## config.mk

```make
export PLATFORM = sky130hd
export DESIGN_NAME = json_string_unescape_utf8_unit
export DESIGN_NICKNAME = d
export VERILOG_FILES = /design/src/sv/jsu8_pkg.sv /design/src/sv/json_string_unescape_utf8_unit.sv
export SDC_FILE = /design/constraint.sdc
export NUM_CORES = 1
export LEC_CHECK = 0
export BUFFER_PORTS_ARGS = -buffer_cell sky130_fd_sc_hd__buf_2
export CAP_MARGIN = 25
export CELL_PAD_IN_SITES_DETAIL_PLACEMENT = 1
export CELL_PAD_IN_SITES_GLOBAL_PLACEMENT = 1
export CORE_MARGIN = 3
export CORE_UTILIZATION = 40
export CTS_CLUSTER_SIZE = 20
export DETAILED_ROUTE_END_ITERATION = 12
export GPL_ROUTABILITY_DRIVEN = 1
export GPL_TIMING_DRIVEN = 0
export PLACE_DENSITY = 0.73
export SLEW_MARGIN = 0
export SYNTH_ARGS = -nofsm -noshare
export SYNTH_HDL_FRONTEND = slang
export SYNTH_SLANG_ARGS = --single-unit
```

## constraint.sdc

```tcl
create_clock -name i_clk -period 5.3 [get_ports i_clk]
set_clock_uncertainty 0.1 [all_clocks]
set_input_delay 1.06 -clock i_clk [delete_from_list [all_inputs] [get_ports i_clk]]
set_output_delay 1.06 -clock i_clk [all_outputs]
set_load 0.005 [all_outputs]
```

## src/sv/jsu8_pkg.sv

```systemverilog
package jsu8_pkg;

    typedef logic [7:0] t_byte;
    typedef logic [1:0] t_status;

    // Result status codes
    localparam t_status ST_DATA = 2'd0;
    localparam t_status ST_END  = 2'd1;
    localparam t_status ST_ERR  = 2'd2;

    // Parser modes
    localparam logic [2:0] M_IDLE   = 3'd0;
    localparam logic [2:0] M_STR    = 3'd1;
    localparam logic [2:0] M_ESC    = 3'd2;
    localparam logic [2:0] M_HEX1   = 3'd3;
    localparam logic [2:0] M_SUR_BS = 3'd4;
    localparam logic [2:0] M_SUR_U  = 3'd5;
    localparam logic [2:0] M_HEX2   = 3'd6;

    // Source characters
    localparam t_byte CH_QUOTE  = 8'h22;
    localparam t_byte CH_BSLASH = 8'h5C;
    localparam t_byte CH_SLASH  = 8'h2F;
    localparam t_byte CH_B      = 8'h62;
    localparam t_byte CH_F      = 8'h66;
    localparam t_byte CH_N      = 8'h6E;
    localparam t_byte CH_R      = 8'h72;
    localparam t_byte CH_T      = 8'h74;
    localparam t_byte CH_U      = 8'h75;
    localparam t_byte CH_SPACE  = 8'h20;

    // Surrogate ranges and code point limits
    localparam logic [15:0] SUR_HI_MIN = 16'hD800;
    localparam logic [15:0] SUR_HI_MAX = 16'hDBFF;
    localparam logic [15:0] SUR_LO_MIN = 16'hDC00;
    localparam logic [15:0] SUR_LO_MAX = 16'hDFFF;
    localparam logic [20:0] CP_SUPP    = 21'h10000;

    // Hex digit decode: bit 4 flags a valid digit, bits 3:0 hold its value
    function automatic logic [4:0] hex_digit(input t_byte c);
        logic [4:0] r;
        r = 5'd0;
        if (c >= 8'h30 && c <= 8'h39) begin
            r = {1'b1, 4'(c - 8'h30)};
        end else if (c >= 8'h61 && c <= 8'h66) begin
            r = {1'b1, 4'(c - 8'h57)};
        end else if (c >= 8'h41 && c <= 8'h46) begin
            r = {1'b1, 4'(c - 8'h37)};
        end
        return r;
    endfunction

endpackage

```

## src/sv/json_string_unescape_utf8_unit.sv

```systemverilog
// JSON string unescaper: takes source text one byte per cycle, waits for an
// opening quote, then delivers the string's content as UTF-8 bytes, with
// \" \\ \/ \b \f \n \r \t and \uXXXX escapes (surrogate pairs combined)
// decoded. A closing quote gives one end result, and any malformed input
// gives one error result and drops back to waiting for a quote. o_last marks
// the final result caused by one input byte. Each byte passes an input
// register and one step of decode logic into a four-entry result buffer,
// so the block takes one byte per cycle as long as every byte yields at
// most one result and the output is not stalled; a \u escape that decodes
// to a code point above 0x7F yields two to four bytes, and the single output
// port then delivers them one at a time, holding further input meanwhile.
module json_string_unescape_utf8_unit (
    input  logic                 i_clk,
    input  logic                 i_rst_n,
    input  logic                 i_in_valid,
    output logic                 o_in_stall,
    input  logic [7:0]           i_in_byte,
    output logic                 o_out_valid,
    input  logic                 i_out_stall,
    output logic [7:0]           o_out_byte,
    output jsu8_pkg::t_status    o_status,
    output logic                 o_last
);
    import jsu8_pkg::*;

    // Input register
    logic        r_in_vld;
    t_byte       r_in_byte;

    // Parser state
    logic [2:0]  r_mode, n_mode;
    logic [15:0] r_hex, n_hex;
    logic [1:0]  r_hcnt, n_hcnt;
    logic [9:0]  r_hsur, n_hsur;

    // Result buffer
    logic        r_ovld;
    t_byte       r_buf [4];
    t_status     r_bst;
    logic [1:0]  r_pos;
    logic [1:0]  r_num;

    // Decode outputs
    logic [2:0]  d_num;
    t_status     d_st;
    t_byte       d_b [4];
    logic        d_fail;
    logic        d_emit;
    logic [20:0] d_cp;
    logic [4:0]  hd;
    logic [15:0] v16;

    logic        take;
    logic        res_free;
    logic        proc;
    logic        accept;

    // Handshake
    assign take     = r_ovld && !i_out_stall;
    assign res_free = !r_ovld || (take && (r_pos == r_num));
    assign proc     = r_in_vld && res_free;
    assign o_in_stall = r_in_vld && !res_free;
    assign accept   = i_in_valid && !o_in_stall;

    assign o_out_valid = r_ovld;
    assign o_out_byte  = r_buf[r_pos];
    assign o_status    = r_bst;
    assign o_last      = (r_pos == r_num);

    // Decode of one byte against the parser state
    always_comb begin
        n_mode = r_mode;
        n_hex  = r_hex;
        n_hcnt = r_hcnt;
        n_hsur = r_hsur;
        d_num  = 3'd0;
        d_st   = ST_DATA;
        for (int k = 0; k < 4; k++) begin
            d_b[k] = 8'd0;
        end
        d_fail = 1'b0;
        d_emit = 1'b0;
        d_cp   = 21'd0;
        hd     = hex_digit(r_in_byte);
        v16    = {r_hex[11:0], hd[3:0]};

        case (r_mode)
            M_IDLE: begin
                if (r_in_byte == CH_QUOTE) begin
                    n_mode = M_STR;
                end else if (r_in_byte != 8'd0) begin
                    d_fail = 1'b1;
                end
            end
            M_STR: begin
                if (r_in_byte == CH_QUOTE) begin
                    n_mode = M_IDLE;
                    d_num  = 3'd1;
                    d_st   = ST_END;
                end else if (r_in_byte == CH_BSLASH) begin
                    n_mode = M_ESC;
                end else if (r_in_byte < CH_SPACE) begin
                    d_fail = 1'b1;
                end else begin
                    d_num  = 3'd1;
                    d_b[0] = r_in_byte;
                end
            end
            M_ESC: begin
                n_mode = M_STR;
                d_num  = 3'd1;
                case (r_in_byte)
                    CH_QUOTE, CH_BSLASH, CH_SLASH: d_b[0] = r_in_byte;
                    CH_B: d_b[0] = 8'h08;
                    CH_F: d_b[0] = 8'h0C;
                    CH_N: d_b[0] = 8'h0A;
                    CH_R: d_b[0] = 8'h0D;
                    CH_T: d_b[0] = 8'h09;
                    CH_U: begin
                        n_mode = M_HEX1;
                        n_hex  = 16'd0;
                        n_hcnt = 2'd0;
                        d_num  = 3'd0;
                    end
                    default: d_fail = 1'b1;
                endcase
            end
            M_HEX1, M_HEX2: begin
                if (!hd[4]) begin
                    d_fail = 1'b1;
                end else if (r_hcnt != 2'd3) begin
                    n_hex  = v16;
                    n_hcnt = r_hcnt + 2'd1;
                end else begin
                    n_hex  = 16'd0;
                    n_hcnt = 2'd0;
                    if (r_mode == M_HEX1) begin
                        if (v16 >= SUR_HI_MIN && v16 <= SUR_HI_MAX) begin
                            n_hsur = v16[9:0];
                            n_mode = M_SUR_BS;
                        end else if (v16 >= SUR_LO_MIN && v16 <= SUR_LO_MAX) begin
                            d_fail = 1'b1;
                        end else begin
                            d_emit = 1'b1;
                            d_cp   = {5'd0, v16};
                        end
                    end else begin
                        if (v16 < SUR_LO_MIN || v16 > SUR_LO_MAX) begin
                            d_fail = 1'b1;
                        end else begin
                            d_emit = 1'b1;
                            d_cp   = CP_SUPP + {1'b0, r_hsur, v16[9:0]};
                            n_hsur = 10'd0;
                        end
                    end
                end
            end
            M_SUR_BS: begin
                if (r_in_byte == CH_BSLASH) begin
                    n_mode = M_SUR_U;
                end else begin
                    d_fail = 1'b1;
                end
            end
            M_SUR_U: begin
                if (r_in_byte == CH_U) begin
                    n_mode = M_HEX2;
                    n_hex  = 16'd0;
                    n_hcnt = 2'd0;
                end else begin
                    d_fail = 1'b1;
                end
            end
            default: d_fail = 1'b1;
        endcase

        // UTF-8 encode of a decoded code point
        if (d_emit) begin
            n_mode = M_STR;
            if (d_cp < 21'h80) begin
                d_num  = 3'd1;
                d_b[0] = d_cp[7:0];
            end else if (d_cp < 21'h800) begin
                d_num  = 3'd2;
                d_b[0] = {3'b110, d_cp[10:6]};
                d_b[1] = {2'b10, d_cp[5:0]};
            end else if (d_cp < CP_SUPP) begin
                d_num  = 3'd3;
                d_b[0] = {4'b1110, d_cp[15:12]};
                d_b[1] = {2'b10, d_cp[11:6]};
                d_b[2] = {2'b10, d_cp[5:0]};
            end else begin
                d_num  = 3'd4;
                d_b[0] = {5'b11110, d_cp[20:18]};
                d_b[1] = {2'b10, d_cp[17:12]};
                d_b[2] = {2'b10, d_cp[11:6]};
                d_b[3] = {2'b10, d_cp[5:0]};
            end
        end

        // Any error clears the escape state and returns to idle
        if (d_fail) begin
            n_mode = M_IDLE;
            n_hex  = 16'd0;
            n_hcnt = 2'd0;
            n_hsur = 10'd0;
            d_num  = 3'd1;
            d_st   = ST_ERR;
            for (int k = 0; k < 4; k++) begin
                d_b[k] = 8'd0;
            end
        end
    end

    // Control registers
    always_ff @(posedge i_clk) begin
        if (!i_rst_n) begin
            r_in_vld <= 1'b0;
            r_ovld   <= 1'b0;
            r_pos    <= 2'd0;
            r_mode   <= M_IDLE;
            r_hex    <= 16'd0;
            r_hcnt   <= 2'd0;
            r_hsur   <= 10'd0;
        end else begin
            if (accept) begin
                r_in_vld <= 1'b1;
            end else if (proc) begin
                r_in_vld <= 1'b0;
            end

            // drain one result per transfer
            if (take) begin
                if (r_pos == r_num) begin
                    r_ovld <= 1'b0;
                end else begin
                    r_pos <= r_pos + 2'd1;
                end
            end

            if (proc) begin
                r_mode <= n_mode;
                r_hex  <= n_hex;
                r_hcnt <= n_hcnt;
                r_hsur <= n_hsur;
                if (d_num != 3'd0) begin
                    r_ovld <= 1'b1;
                    r_pos  <= 2'd0;
                end
            end
        end
    end

    // Payload registers
    always_ff @(posedge i_clk) begin
        if (accept) begin
            r_in_byte <= i_in_byte;
        end
        if (proc && (d_num != 3'd0)) begin
            r_buf <= d_b;
            r_bst <= d_st;
            r_num <= 2'(d_num - 3'd1);
        end
    end

`ifndef ASSERT_OFF
    // End and error results are always single
    a_single_status: assert property (@(posedge i_clk) disable iff (!i_rst_n)
        (r_ovld && (r_bst != ST_DATA)) |-> (r_num == 2'd0))
        else $error("end or error status with more than one result");

    // Read pointer stays within the loaded results
    a_pos_range: assert property (@(posedge i_clk) disable iff (!i_rst_n)
        r_ovld |-> (r_pos <= r_num))
        else $error("result pointer beyond loaded count");

    // An error always leaves the parser idle
    a_err_idle: assert property (@(posedge i_clk) disable iff (!i_rst_n)
        (proc && d_fail) |=> (r_mode == M_IDLE))
        else $error("parser not idle after error");

    // Partial hex digits exist only inside a \u escape
    a_hex_mode: assert property (@(posedge i_clk) disable iff (!i_rst_n)
        (r_hcnt != 2'd0) |-> ((r_mode == M_HEX1) || (r_mode == M_HEX2)))
        else $error("hex digit count outside hex mode");
`endif

endmodule
```

Word-level counts from Yosys, hierarchy flattened
Index checks and enable logic that the tools add are counted.

operators by class
  bitwise operators = 3
  shift operators = 0
  $mul = 0
  magnitude comparators = 17
  add/sub/neg operators = 7
  reduce and logical (&&, ||, !) cells = 36
  eq/ne operators = 30
  muxes and demuxes = 98
  div/mod/pow operators = 0

operators with widths
  cell                                                                             number
  21-bit two-way mux                                                               6
  10-bit two-way mux                                                               7
  8-bit by 7-bit == test with 1-bit output (second input constant)                 7
  8-bit two-way mux                                                                7
  12-bit two-way mux                                                               4
  16-bit two-way mux                                                               3
  3-bit two-way mux                                                                16
  8-bit case mux with 6 select lines                                               1
  16-bit >= comparator (second input constant)                                     2
  16-bit less-or-equal comparator (second input constant)                          2
  1-bit two-way mux                                                                32
  32-bit two-way mux                                                               1
  4-bit inequality test (second input constant)                                    7
  24-bit two-way mux                                                               1
  12-bit case mux with 2 select lines                                              1
  17-bit by 20-bit adder with 21-bit output (first input constant)                 1
  21-bit by 12-bit less-than comparator with 1-bit output (second input constant)  1
  21-bit by 17-bit less-than comparator with 1-bit output (second input constant)  1
  21-bit by 8-bit less-than comparator with 1-bit output (second input constant)   1
  2-bit two-way mux                                                                9
  3-bit case mux with 6 select lines                                               1
  8-bit binary-select mux with 2-bit select                                        1
  8-bit by 6-bit == test with 1-bit output (second input constant)                 2
  8-bit by 7-bit >= comparator with 1-bit output (second input constant)           2
  other kinds (43)                                                                 75

word-level totals
  output and inout port bits = 13
  input port bits = 12
  bits in writable memories = 0
  memory bits (read-only) = 0
  logic and storage cells = 208
  bits in latches = 0
  bits in registers = 75
  memories = 0

Logic depth before layout (Yosys ltp)
Gate-level depths: netlist of run 1.

  word-level depth = 22
  gate-level depth with buffers = 13
  depth with buffers taken out = 11

Worst setup path after synthesis of run 1
No wires, ideal clock.

  kind = register to register
  from = reg r_in_byte[0]
  to = reg r_bst[0], in the netlist o_status[0] (enable)
  clock period less this slack = 4,625 ps
  stages on the path, launching flop included = 13
  library setup time = 439 ps
  arrival = 4,086 ps
  required time = 4,761 ps
  path buffers = 3
  setup slack = 675 ps
  path through = edfxtp_1 -> inv_1 -> ha_1 -> nor3b_1 -> or3_1 -> buf_6 -> a21oi_2 -> nand2_1 -> clkbuf_1 -> clkbuf_1 -> o21ai_1 -> ha_1 -> a21oi_1

on the way
  cells in the longest elaborated chain, start to end = 21
  elaborated cells on any way between the ends = 81
  classes of those cells = add/sub: 4; order compare: 16; eq/ne: 9; mux: 42; reduce/logical: 10

ends and longest elaborated chain
  element                                                                                                                             RTL line                               RTL
  start: declaration                                                                                                                  json_string_unescape_utf8_unit.sv:28   t_byte r_in_byte;
  start signal: assignment                                                                                                            json_string_unescape_utf8_unit.sv:257  r_in_byte <= i_in_byte;
  8-bit by 7-bit >= comparator with 1-bit output / 8-bit by 7-bit less-or-equal comparator with 1-bit output (equally long branches)  jsu8_pkg.sv:47                         end else if (c >= 8'h41 && c <= 8'h46) begin
  1-bit logical AND                                                                                                                   jsu8_pkg.sv:47
  5-bit two-way mux                                                                                                                   jsu8_pkg.sv:47
  5-bit two-way mux                                                                                                                   jsu8_pkg.sv:45                         end else if (c >= 8'h61 && c <= 8'h66) begin
  5-bit two-way mux                                                                                                                   jsu8_pkg.sv:43                         if (c >= 8'h30 && c <= 8'h39) begin
  16-bit >= comparator / 16-bit less-or-equal comparator (equally long branches)                                                      json_string_unescape_utf8_unit.sv:141  end else if (v16 >= SUR_LO_MIN && v16 <= SUR_LO_MAX) begin
  1-bit logical AND                                                                                                                   json_string_unescape_utf8_unit.sv:141
  16-bit two-way mux                                                                                                                  json_string_unescape_utf8_unit.sv:141
  [5 not listed]                                                                                                                      -
  21-bit by 17-bit less-than comparator with 1-bit output                                                                             json_string_unescape_utf8_unit.sv:187  end else if (d_cp < CP_SUPP) begin
  3-bit two-way mux                                                                                                                   json_string_unescape_utf8_unit.sv:187
  3-bit two-way mux                                                                                                                   json_string_unescape_utf8_unit.sv:183  end else if (d_cp < 21'h800) begin
  3-bit two-way mux                                                                                                                   json_string_unescape_utf8_unit.sv:180  if (d_cp < 21'h80) begin
  3-bit two-way mux                                                                                                                   json_string_unescape_utf8_unit.sv:178  if (d_emit) begin
  3-bit two-way mux (*)                                                                                                               json_string_unescape_utf8_unit.sv:202  if (d_fail) begin
  3-bit nonzero test (*)                                                                                                              json_string_unescape_utf8_unit.sv:259  if (proc && (d_num != 3'd0)) begin
  1-bit logical AND (*)                                                                                                               json_string_unescape_utf8_unit.sv:259
  end signal: assignment                                                                                                              json_string_unescape_utf8_unit.sv:261  r_bst <= d_st;
  end: declaration                                                                                                                    json_string_unescape_utf8_unit.sv:39   t_status r_bst;

Mark *: on every way between the ends. The rest lies on a longest branch, timed or not.
A chain may end at the register's enable or synchronous reset.

Worst setup path in the final report of run 1
  from = reg r_in_byte[0]
  to = reg r_buf[17] in the netlist's numbering (enable)

on the way
  cells in the longest elaborated chain, start to end = 21
  elaborated cells on any way between the ends = 81
  classes of those cells = add/sub: 4; order compare: 16; eq/ne: 9; mux: 42; reduce/logical: 10

ends and longest elaborated chain
  element                                                                                                                             RTL line                               RTL
  8-bit by 7-bit >= comparator with 1-bit output / 8-bit by 7-bit less-or-equal comparator with 1-bit output (equally long branches)  jsu8_pkg.sv:47
  1-bit logical AND                                                                                                                   jsu8_pkg.sv:47
  5-bit two-way mux                                                                                                                   jsu8_pkg.sv:47
  5-bit two-way mux                                                                                                                   jsu8_pkg.sv:45
  5-bit two-way mux                                                                                                                   jsu8_pkg.sv:43
  16-bit >= comparator / 16-bit less-or-equal comparator (equally long branches)                                                      json_string_unescape_utf8_unit.sv:141
  1-bit logical AND                                                                                                                   json_string_unescape_utf8_unit.sv:141
  16-bit two-way mux                                                                                                                  json_string_unescape_utf8_unit.sv:141
  [5 not listed]                                                                                                                      -
  21-bit by 17-bit less-than comparator with 1-bit output                                                                             json_string_unescape_utf8_unit.sv:187
  3-bit two-way mux                                                                                                                   json_string_unescape_utf8_unit.sv:187
  3-bit two-way mux                                                                                                                   json_string_unescape_utf8_unit.sv:183
  3-bit two-way mux                                                                                                                   json_string_unescape_utf8_unit.sv:180
  3-bit two-way mux                                                                                                                   json_string_unescape_utf8_unit.sv:178
  3-bit two-way mux (*)                                                                                                               json_string_unescape_utf8_unit.sv:202
  3-bit nonzero test (*)                                                                                                              json_string_unescape_utf8_unit.sv:259
  1-bit logical AND (*)                                                                                                               json_string_unescape_utf8_unit.sv:259
  end signal: assignment                                                                                                              json_string_unescape_utf8_unit.sv:260  r_buf <= d_b;
  end: declaration                                                                                                                    json_string_unescape_utf8_unit.sv:38   t_byte r_buf [4];

Marked as above.

==> impl_metrics.csv, run 1 <==
group,metric,value,unit
routing,ant_nets,0,
worst_setup_path,endpoint_kind,"register",
clock_tree,htreeDepth,3,
routing,drt_iter0_drc,195,
worst_setup_path,r2r_start,"r_in_byte[0]",
worst_hold_path,min-delay-start,"r_hcnt[1]",
sta,period_needed,4.25,ns
clock_tree,cts.repair.resized,0,
placed_design,dp.cells,630,
worst_setup_path,worstSetupStartpointType,"register",
grt,grt_pass1_wl,22.9,mm
finish,final_area,5090,sq um
finish,syn2layout_area_growth,13.0,%
worst_setup_path,reg2regPathDepth,12,
routing,vias_per_cell,6.21,
placed_design,io_buffer_count,24,
synth,synth_edf_count,41,
placed_design,placed_cell_area,4830,sq um
synth,yosysWarnings,0,
sta,worst_pin_slew,0.972,ns
sta,setup_violations,0,
routing,avgRoutedWirePerCell,22.3,um
worst_setup_path,worstPathArrival,4.20,ns
run_status,outcome,"completed",
floorplan,die_w,112,um
synth,synthTopCellsByArea,"edfxtp_1 27%, dfxtp_1 14%, mux2i_1 3.8%",
worst_setup_path,critPathMaxFanout,29,
clock_tree,clock_tree.root_cell,"clkbuf_16",
clock_tree,postCtsSetupBuffers,0,
clock_tree,clk_pin_slew,0.06,ns
sta,hold_viol,0,
clock_tree,cts_buffer_depth,2,
synth,synth_nets,484,
sta,period_share,80.2,%
floorplan,core-area,10900,sq um
grt,antenna_found_initial,0,
finish,post-route-util,46.6,%
run,maxCapViolCount,0,
synth,synth_seq_cells,72,
finish,diodes,0,
power,p_leak,1.82,nW
power,peakVddDrop,0.184,mV
synth,synth_top_area_share,27.3,%
floorplan,placementRows,38,
worst_hold_path,worstHoldPathCells,2,
finish,drive_gt1_share,14.4,%
worst_setup_path,path_class,"register to register",
placed_design,place_congestion,0.920,
clock_tree,postCtsHoldBufs,0,
worst_setup_path,r2r_end,"r_buf[17]",
sta,timing.final.ws_setup,1.05,ns
grt,grt_pass1_vias,4022,
worst_hold_path,min_path_type,"register to register",
floorplan,die-height,112,um
grt,grt_max_degree,30,
routing,routed-via-count,4009,
synth,yosysTopAreaCell,"edfxtp_1",
sta,fin_setup_tns,0,ns
floorplan,dieArea,12600,sq um
placed_design,place_worst_setup_slack,1.09,ns
synth,postSynthCellCount,465,
worst_hold_path,worstHoldEndpoint,"r_hcnt[1]",
sta,relSlewSlack,34.6,%
synth,synthArstFlopShare,0,%
sta,rsz0062_at_grt,"false",
placed_design,dpl.hpwl,11.1,mm
grt,track_usage,23.7,%
synth,yosysSeqAreaShare,41.1,%
floorplan,num_io_pins,25,
grt,grt_overflow_total,0,
worst_setup_path,r2r_setup_slack,1.05,ns
floorplan,start_util,41.2,%
clock_tree,clk_latency,0.35,ns
finish,layout.cells.non_filler,646,
synth,synthFlopType,"edfxtp_1",
synth,syn_area,4510,sq um
synth,syn-mean-instance-area,9.69,sq um
clock_tree,cts_buffers,9,
routing,drc,0,
clock_tree,cts_tree,"built",
sta,fmax,235,MHz
synth,synth_cell_types,86,
power,p_per_area,246,nW/um^2
worst_setup_path,required,5.25,ns
routing,finalWirelength,14.4,mm
routing,firstDrtPassIters,4,
sta,hold_slack,0.377,ns
power,power,1.25,mW
clock_tree,numClockSinks,72,
sta,drv_slew,0,
finish,num-nets-final,520,
routing by layer:
metal	GRT usage, %	routed length [um]
met5	0	0
met1	31.6	6440
met3	4.69	662
met4	9.13	354
met2	38.1	6980
synth_stat cells, types with 3 or more instances:
cell type and number:
nand2b_1 3, nand3_1 17, a31oi_1 7, a211oi_1 5, dfxtp_1 31, o221ai_1 3
nor3b_1 8, o2bb2ai_1 5, xnor2_1 5, o21a_1 3, a21o_1 4, o22ai_1 6
o21ai_1 3, o211ai_1 3, a21oi_1 15, inv_1 23, or3_1 3, mux4_2 7
nor3_1 17, edfxtp_1 41, o31ai_1 3, nor4_1 4, xor2_1 3, nor2_1 25
and2_1 5, and3_1 9, a2bb2oi_1 3, o21ai_0 20, nor2b_1 6, buf_1 4
nand4_1 19, nand3b_1 4, clkbuf_1 16, a22o_1 3, buf_6 3, ha_1 7
nand2_1 42, mux2i_1 17
layout by cell type (no fill, tap or decap), drive strengths merged, types with 16 or more instances in the layout:
master and n:
nand3 17, dfxtp 31, a21oi 16, nand2 43, mux2i 17, nand4 19, o21ai 23, edfxtp 41
buf 36, clkbuf 29, nor3 18, inv 24, nor2 25
power breakdown:
group	leakage, nW	switching, mW	internal (mW)
logic	1.04	0.0551	0.0323
clock network	0.124	0.238	0.314
registers	0.657	0.00912	0.604
logic make-up after synthesis:
kind of cell | after synthesis | synth area share [%]
fa+ha+maj | 7 | 1.94
mux | 25 | 7.52
compound gates | 120 | 20.6
simple gates | 180 | 21.9
flops | 72 | 41.1
buf+inv | 53 | 5.36
xor+xnor | 8 | 1.55
layout make-up:
type,count,area [sq um]
clock inverter,4,21.3
buffer,28,148
tap,140,175
sequential,72,1850
timing repair buffer,25,140
inverter,25,93.8
fill,1260,5840
clock buffer,12,236
multi-input combinational,340,2420
worst max-delay path: stages, from the launching register on:
cell	delay (ns)
edfxtp_1	0.51
inv_1	0.13
ha_1	0.27
o21bai_1	0.31
a211o_1	0.32
a21oi_2	0.16
nand2_1	0.18
clkbuf_1	0.42
clkbuf_1	0.44
o21ai_1	0.20
ha_1	0.28
a21oi_4	0.36
buf_12	0.25
worst max path at each step:
stage | from | slack, ns | cells past startpoint | to
floorplan | r_in_byte[0] | 0.67 | 12 | o_status[0]
global placement | r_in_byte[0] | -0.64 | 11 | r_buf[20]
detailed placement | r_in_byte[0] | 1.09 | 12 | r_buf[4]
CTS | r_in_byte[0] | 1.07 | 12 | r_buf[17]
global route | r_in_byte[0] | 0.72 | 12 | r_buf[17]
finish | r_in_byte[0] | 1.05 | 12 | r_buf[17]
registers in the layout, summed over array words and instances, names as in the netlist:
| name | count |
|---|---|
| r_num | 2 |
| r_mode | 3 |
| o_status | 2 |
| o_out_valid | 1 |
| r_hsur | 10 |
| r_buf | 29 |
| r_hex | 12 |
| r_pos | 2 |
| r_hcnt | 2 |
| r_in_vld | 1 |
| r_in_byte | 8 |
Note: power is estimated with default switching activity, not from simulation.
==> run 2, diff against run 1 <==
--- a/config.mk
+++ b/config.mk
@@ -5,6 +5,7 @@
 export SDC_FILE = /design/constraint.sdc
 export NUM_CORES = 1
 export LEC_CHECK = 0
+export ABC_AREA = 1
 export BUFFER_PORTS_ARGS = -buffer_cell sky130_fd_sc_hd__buf_2
 export CAP_MARGIN = 25
 export CELL_PAD_IN_SITES_DETAIL_PLACEMENT = 1
@@ -15,7 +16,7 @@
 export DETAILED_ROUTE_END_ITERATION = 12
 export GPL_ROUTABILITY_DRIVEN = 1
 export GPL_TIMING_DRIVEN = 0
-export PLACE_DENSITY = 0.73
+export PLACE_DENSITY = 0.77
 export SLEW_MARGIN = 0
 export SYNTH_ARGS = -nofsm -noshare
 export SYNTH_HDL_FRONTEND = slang
==> constraint.sdc (replaced) <==
create_clock -name i_clk -period 4.2 [get_ports i_clk]
set_clock_uncertainty 0.1 [all_clocks]
set_input_delay 0.84 -clock i_clk [delete_from_list [all_inputs] [get_ports i_clk]]
set_output_delay 0.84 -clock i_clk [all_outputs]
set_load 0.005 [all_outputs]
==> run 2 against run 1 <==
Compared with the run above: power grew 74%; flip-flop and latch count is the same; routed wire length grew 6.8%; combinational power grew to 5.6 times the previous value; first-iteration DRC count grew 24%; synthesized cell count grew 50%; setup slack lost 0.60 ns; register-to-register slack lost 0.60 ns; sequential share of layout area shrank 3.0 points; area after synthesis grew 9.2%; die area grew 8.7%; critical endpoint is now r_buf[21].
==> impl_metrics.csv, run 2 <==
group,metric,value,unit
synth,yosysTopAreaCell,"edfxtp_1",
finish,final_cell_mix,"141 x nor2_1, 127 x nand2_1, 77 x inv_1",
synth,yosys-mux-area-fraction,0.203,%
synth,yosysSeqAreaShare,37.6,%
synth,synth_xor_area_share,0.712,%
finish,layout.cells.non_filler,881,
worst_setup_path,r2r_start,"r_in_byte[0]",
grt,grt_overflow_total,0,
placed_design,io_buffer_count,23,
worst_setup_path,critPathMaxFanout,31,
synth,syn-mean-instance-area,7.05,sq um
synth,postSynthCellCount,698,
sta,period_share,89.3,%
clock_tree,clock_tree.root_cell,"clkbuf_16",
clock_tree,numClockSinks,72,
sta,relSlewSlack,57.7,%
worst_setup_path,cpPeakStageDelay,0.50,ns
floorplan,die_w,117,um
sta,rsz0062_at_grt,"false",
clock_tree,cts_buffers,9,
clock_tree,postCtsSetupBuffers,0,
clock_tree,cts.repair.resized,0,
synth,synth_seq_cells,72,
worst_hold_path,min-delay-start,"r_hex[0]",
worst_setup_path,worstPathArrival,3.70,ns
grt,grt_util_met3,4.63,%
synth,synth_top_family_by_area,"simple AND/OR/NAND/NOR gates",
finish,final_common_cell,"nor2_1",
synth,synthTopCellsByCount,"141 x nor2_1, 127 x nand2_1, 77 x inv_1",
power,peakVddDrop,0.278,mV
synth,synth_edf_count,41,
worst_setup_path,cp_cell_sequence,"inv_1, ha_1, inv_1, nand3_1, nand3_2, nand2_2, buf_6, buf_4, nand4_1, nand2_1, nor2_1, nand2_1, o21ai_1, o21ai_1, ha_1, a21oi_4, buf_12",
finish,fill_cells,1516,
worst_setup_path,endpoint_kind,"register",
finish,seqCellArea,1850,sq um
grt,grt_util_met1,31.8,%
routing,firstDrtPassIters,4,
worst_setup_path,worstSetupStartpointType,"register",
run,maxCapViolCount,0,
worst_setup_path,setup.worst_path.start,"r_in_byte[0]",
synth,synthArstFlopShare,0,%
synth,synth_top_area_share,25.0,%
worst_hold_path,min_path_type,"register to register",
finish,diodes,0,
routing,finalWirelength,15.4,mm
placed_design,dpl.hpwl,12.3,mm
placed_design,dp.cells,865,
grt,grtUsageMet2,41.3,%
grt,antenna_found_initial,0,
clock_tree,htreeDepth,3,
routing,drc,0,
finish,syn2layout_area_growth,12.8,%
sta,hold_viol,0,
synth,yosysWarnings,0,
floorplan,start_util,42.0,%
synth,synth_compound_area_share,10.8,%
sta,fmax,266,MHz
routing,vias_per_cell,5.34,
grt,grt_pass1_vias,4932,
finish,largest_reg_flops,29,
synth,synthAdderAreaFrac,1.78,%
clock_tree,clk_latency,0.35,ns
finish,regMostFlops,"r_buf",
finish,top_regs,"r_buf: 29 flops, r_hex: 12 flops, r_hsur: 10 flops",
floorplan,placementRows,39,
synth,synthTopCellsByArea,"edfxtp_1 25%, dfxtp_1 13%, nor2_1 11%",
routing,ant_nets,0,
finish,drive_gt1_share,17.2,%
sta,worst_pin_slew,0.628,ns
synth,synthFlopType,"edfxtp_1",
finish,post-route-util,47.4,%
grt,busiest_layer,"met2",
floorplan,dieArea,13700,sq um
clock_tree,cts_buffer_depth,2,
sta,period_needed,3.75,ns
placed_design,place_congestion,0.902,
grt,grt_pass1_wl,25.4,mm
power,p_leak,2.40,nW
synth,synth_most_common_cell,"nor2_1",
floorplan,die-height,117,um
clock_tree,postCtsHoldBufs,0,
floorplan,num_io_pins,25,
sta,drv_slew,0,
sta,setup_violations,0,
worst_setup_path,path_class,"register to register",
grt,track_usage,24.2,%
routing,routed-via-count,4706,
clock_tree,clk_pin_slew,0.07,ns
finish,multiInputGateArea,2530,sq um
sta,fin_setup_tns,0,ns
synth,syn_area,4920,sq um
grt,grt_max_degree,32,
power,p_per_area,392,nW/um^2
run_status,outcome,"completed",
synth,synth_nets,717,
synth,yosys.area_share.simple,37.7,%
worst_setup_path,required,4.14,ns
routing,drt_iter0_drc,241,
worst_setup_path,slowest_stage,"edfxtp_1",
synth,synth_cell_types,42,
routing,avgRoutedWirePerCell,17.5,um
floorplan,core-area,11700,sq um
clock_tree,cts_tree,"built",
finish,num-nets-final,752,
==> run 2: cell types whose count changed in the layout (fill, tap and decap cells not counted), moves of 9 or more <==
cell and delta:
nand3_1 +25, o21ai_0 +15, mux2i_1 -16, nand2_2 +15, nor2_2 +14, inv_2 +13, nor2_1 +116, clkbuf_1 -12
o21ai_1 +17, and3_1 -9, inv_1 +54, nand2_1 +85
==> run 2: per-stage QoR <==
stage | total power [mW] | cell area [sq um] | worst slack, ns | hold slack (ns)
after global placement | 1.37 | 5220 | -0.377 | 0.372
after CTS | 2.20 | 5560 | 0.451 | 0.387
final | 2.18 | 5560 | 0.447 | 0.378
after floorplan | 1.24 | 4930 | 0.459 | 0.355
after detailed placement | 1.40 | 5250 | 0.466 | 0.375
after global routing | 2.30 | 5560 | 0.189 | 0.411
==> run 2: layer usage <==
layer	wire length (um)	vias up	share of wire [%]
met3	599	15	3.9
met2	7460	61	48
met1	7130	2277	46
met4	216	0	1.4
li1	-	2353	-
met5	0	-	0
==> run 2: logic make-up (layout without fill, tap and decap cells) <==
logic type,Yosys count,after routing
AO/OA/AOI/OAI,92,92
XOR/XNOR,4,4
adder cells (fa/ha/maj),7,7
buffers and inverters,120,160
flip-flops,72,72
multiplexers,1,1
AND/OR/NAND/NOR,402,402
==> run 2: report_power, final <==
group	switching (mW)	internal, mW
Combinational	0.326	0.166
Clock	0.311	0.478
Sequential	0.0631	0.836
Total	0.699	1.48
==> run 2: critical path: cells and delay by family (launching register included) <==
| kind | cells | cell delay (ns) |
|---|---|---|
| DFF | 1 | 0.50 |
| buffers and inverters | 5 | 0.81 |
| and+or+nand+nor | 7 | 0.90 |
| adders and majority gates | 2 | 0.53 |
| AOI/OAI and AO/OA | 3 | 0.59 |
==> run 2: final timing paths <==
kind,endpoint,slack [ns],cells past startpoint
worst max-delay path,r_buf[21],0.45,17
worst min-delay path,r_hex[0],0.38,2
worst max register to register,r_buf[21],0.45,17
worst min register to register,r_hex[0],0.38,2
==> run 2: layout make-up <==
| cell class | count | area share [%] |
|---|---|---|
| timing repair buffer | 24 | 2.43 |
| buffer | 29 | 3.81 |
| inverter | 91 | 6.15 |
| multi-input combinational | 506 | 45.5 |
| clock buffer | 10 | 4.30 |
| tap | 143 | 3.22 |
| sequential | 72 | 33.3 |
| clock inverter | 6 | 1.22 |
==> run 3, diff against run 2 <==
==> constraint.sdc (replaced) <==
create_clock -name i_clk -period 4.73 [get_ports i_clk]
set_clock_uncertainty 0.1 [all_clocks]
set_input_delay 0.946 -clock i_clk [delete_from_list [all_inputs] [get_ports i_clk]]
set_output_delay 0.946 -clock i_clk [all_outputs]
set_load 0.005 [all_outputs]
==> run 3 against run 2 <==
Compared with the run above: utilization fell by 0.28 points; highest routed layer unchanged; combinational power fell by 12%; clock power fell by 20%; non-clock buffer count did not move; sequential power fell by 11%; register-to-register slack improved by 0.55 ns; power fell by 14%; cell count did not move; critical path type unchanged; setup slack improved by 0.55 ns; critical endpoint is now r_buf[4].
==> impl_metrics.csv, run 3 (synthesis gave the netlist of run 2 again) <==
group,metric,value,unit
worst_setup_path,cp-endpoint,"r_buf[4]",
clock_tree,htreeDepth,3,
run_status,outcome,"completed",
clock_tree,postCtsHoldBufs,0,
sta,timing.final.ws_setup,0.995,ns
routing,vias_per_cell,5.33,
routing,drt_iter0_drc,268,
placed_design,place_congestion,0.910,
grt,grt_overflow_total,0,
finish,syn2layout_area_growth,12.2,%
grt,grt_pass1_wl,24.4,mm
floorplan,num_io_pins,25,
sta,setup_violations,0,
routing,drc,0,
sta,drv_slew,0,
worst_hold_path,min_path_type,"register to register",
grt,antenna_found_initial,0,
grt,grt_pass1_vias,4750,
clock_tree,cts_buffer_depth,2,
finish,top_regs,"r_buf: 29 flops, r_hex: 12 flops, r_hsur: 10 flops",
grt,grt_max_degree,32,
floorplan,dieArea,13700,sq um
finish,post-route-util,47.2,%
clock_tree,numClockSinks,72,
worst_setup_path,required,4.67,ns
placed_design,dpl.hpwl,12.2,mm
routing,routed-via-count,4699,
worst_setup_path,reg2regPathDepth,18,
power,p_leak,2.38,nW
power,p_per_area,338,nW/um^2
placed_design,io_buffer_count,23,
sta,period_needed,3.73,ns
finish,regMostFlops,"r_buf",
routing,avgRoutedWirePerCell,17.1,um
clock_tree,clk_pin_slew,0.07,ns
routing,firstDrtPassIters,4,
worst_setup_path,setup.worst_path.start,"r_in_byte[0]",
worst_setup_path,r2r_setup_slack,1.0,ns
placed_design,place_worst_setup_slack,0.993,ns
finish,final_cell_mix,"141 x nor2_1, 127 x nand2_1, 77 x inv_1",
worst_setup_path,critPathMaxFanout,31,
finish,num-nets-final,752,
clock_tree,cts.repair.resized,0,
floorplan,die-height,117,um
floorplan,core-area,11700,sq um
grt,track_usage,23.4,%
finish,diodes,0,
sta,fin_setup_tns,0,ns
worst_setup_path,worstPathArrival,3.67,ns
floorplan,die_w,117,um
finish,final_common_cell,"nor2_1",
finish,drive_gt1_share,17.1,%
clock_tree,clock_tree.root_cell,"clkbuf_16",
sta,rsz0062_at_grt,"false",
floorplan,start_util,42.0,%
sta,worst_pin_slew,0.638,ns
worst_setup_path,worstSetupStartpointType,"register",
clock_tree,postCtsSetupBuffers,0,
sta,period_share,79.0,%
routing,finalWirelength,15.1,mm
clock_tree,cts_tree,"built",
clock_tree,cts_buffers,9,
worst_setup_path,path_class,"register to register",
power,peakVddDrop,0.154,mV
sta,hold_viol,0,
sta,fmax,268,MHz
worst_setup_path,r2r_end,"r_buf[4]",
finish,largest_reg_flops,29,
run,maxCapViolCount,0,
sta,relSlewSlack,57.0,%
worst_setup_path,endpoint_kind,"register",
routing,ant_nets,0,
floorplan,placementRows,39,
clock_tree,clk_latency,0.35,ns
worst_setup_path,r2r_start,"r_in_byte[0]",
==> run 3: cell count changes in the layout (fill, tap and decap cells not counted), sizes merged <==
cell / previous run / this run
bufinv: 1 / 0
clkinvlp: 1 / 2
==> run 3: layout make-up <==
class                   instances  area [sq um]
repair buffers                 24           135
plain buffers                  29           211
clock inverters                 6          45.0
clock buffers                  10           229
fillers                      1556          6190
multi-input cells             506          2530
flip-flops and latches         72          1850
well taps                     143           179
inverters                      91           342
==> run 3: worst min path at each step <==
stage               slack, ns  startpoint   endpoint  cells after the start
global route             0.42    r_hex[0]   r_hex[0]                      2
global placement         0.37   r_hsur[3]  r_hsur[3]                      2
finish                   0.39   r_hsur[1]  r_hsur[1]                      2
floorplan                0.36    r_hex[0]   r_hex[0]                      2
detailed placement       0.38    r_hex[0]   r_hex[0]                      2
CTS                      0.39    r_hex[0]   r_hex[0]                      2
==> run 3: power by group <==
| part | switching, mW | internal (mW) | total [mW] |
|---|---|---|---|
| clock | 0.277 | 0.357 | 0.634 |
| sequential | 0.0553 | 0.743 | 0.798 |
| combinational | 0.286 | 0.147 | 0.434 |
==> run 3: metal layers <==
metal	GRT usage (%)	up-vias	part of all wire, %
met5	0	-	0
met2	38.5	83	47
met1	30.6	2228	47
li1	-	2358	-
met3	4.11	30	3.3
met4	9.25	0	2.7
==> run 3: per-stage QoR <==
stage                     std cells  power [mW]  hold slack (ns)  area [sq um]
final                           881        1.87            0.391          5520
after detailed placement        865        1.24            0.382          5250
after global placement          864        1.22            0.372          5220
after global routing            881        1.97            0.423          5520
after CTS                       881        1.88            0.392          5520
after floorplan                 698        1.10            0.355          4920
==> run 3: critical path, stage by stage (launching register included) <==
cell      delay, ns
edfxtp_1       0.50
inv_1          0.13
ha_1           0.25
inv_1          0.10
nand3_1        0.09
nand3_2        0.14
nand2_2        0.10
buf_6          0.15
nand3_1        0.12
nand3_4        0.13
nor2_8         0.20
nand2_2        0.09
nor2_4         0.13
nand3_2        0.13
o21ai_1        0.12
o21ai_1        0.13
ha_1           0.26
a21oi_4        0.27
buf_12         0.24
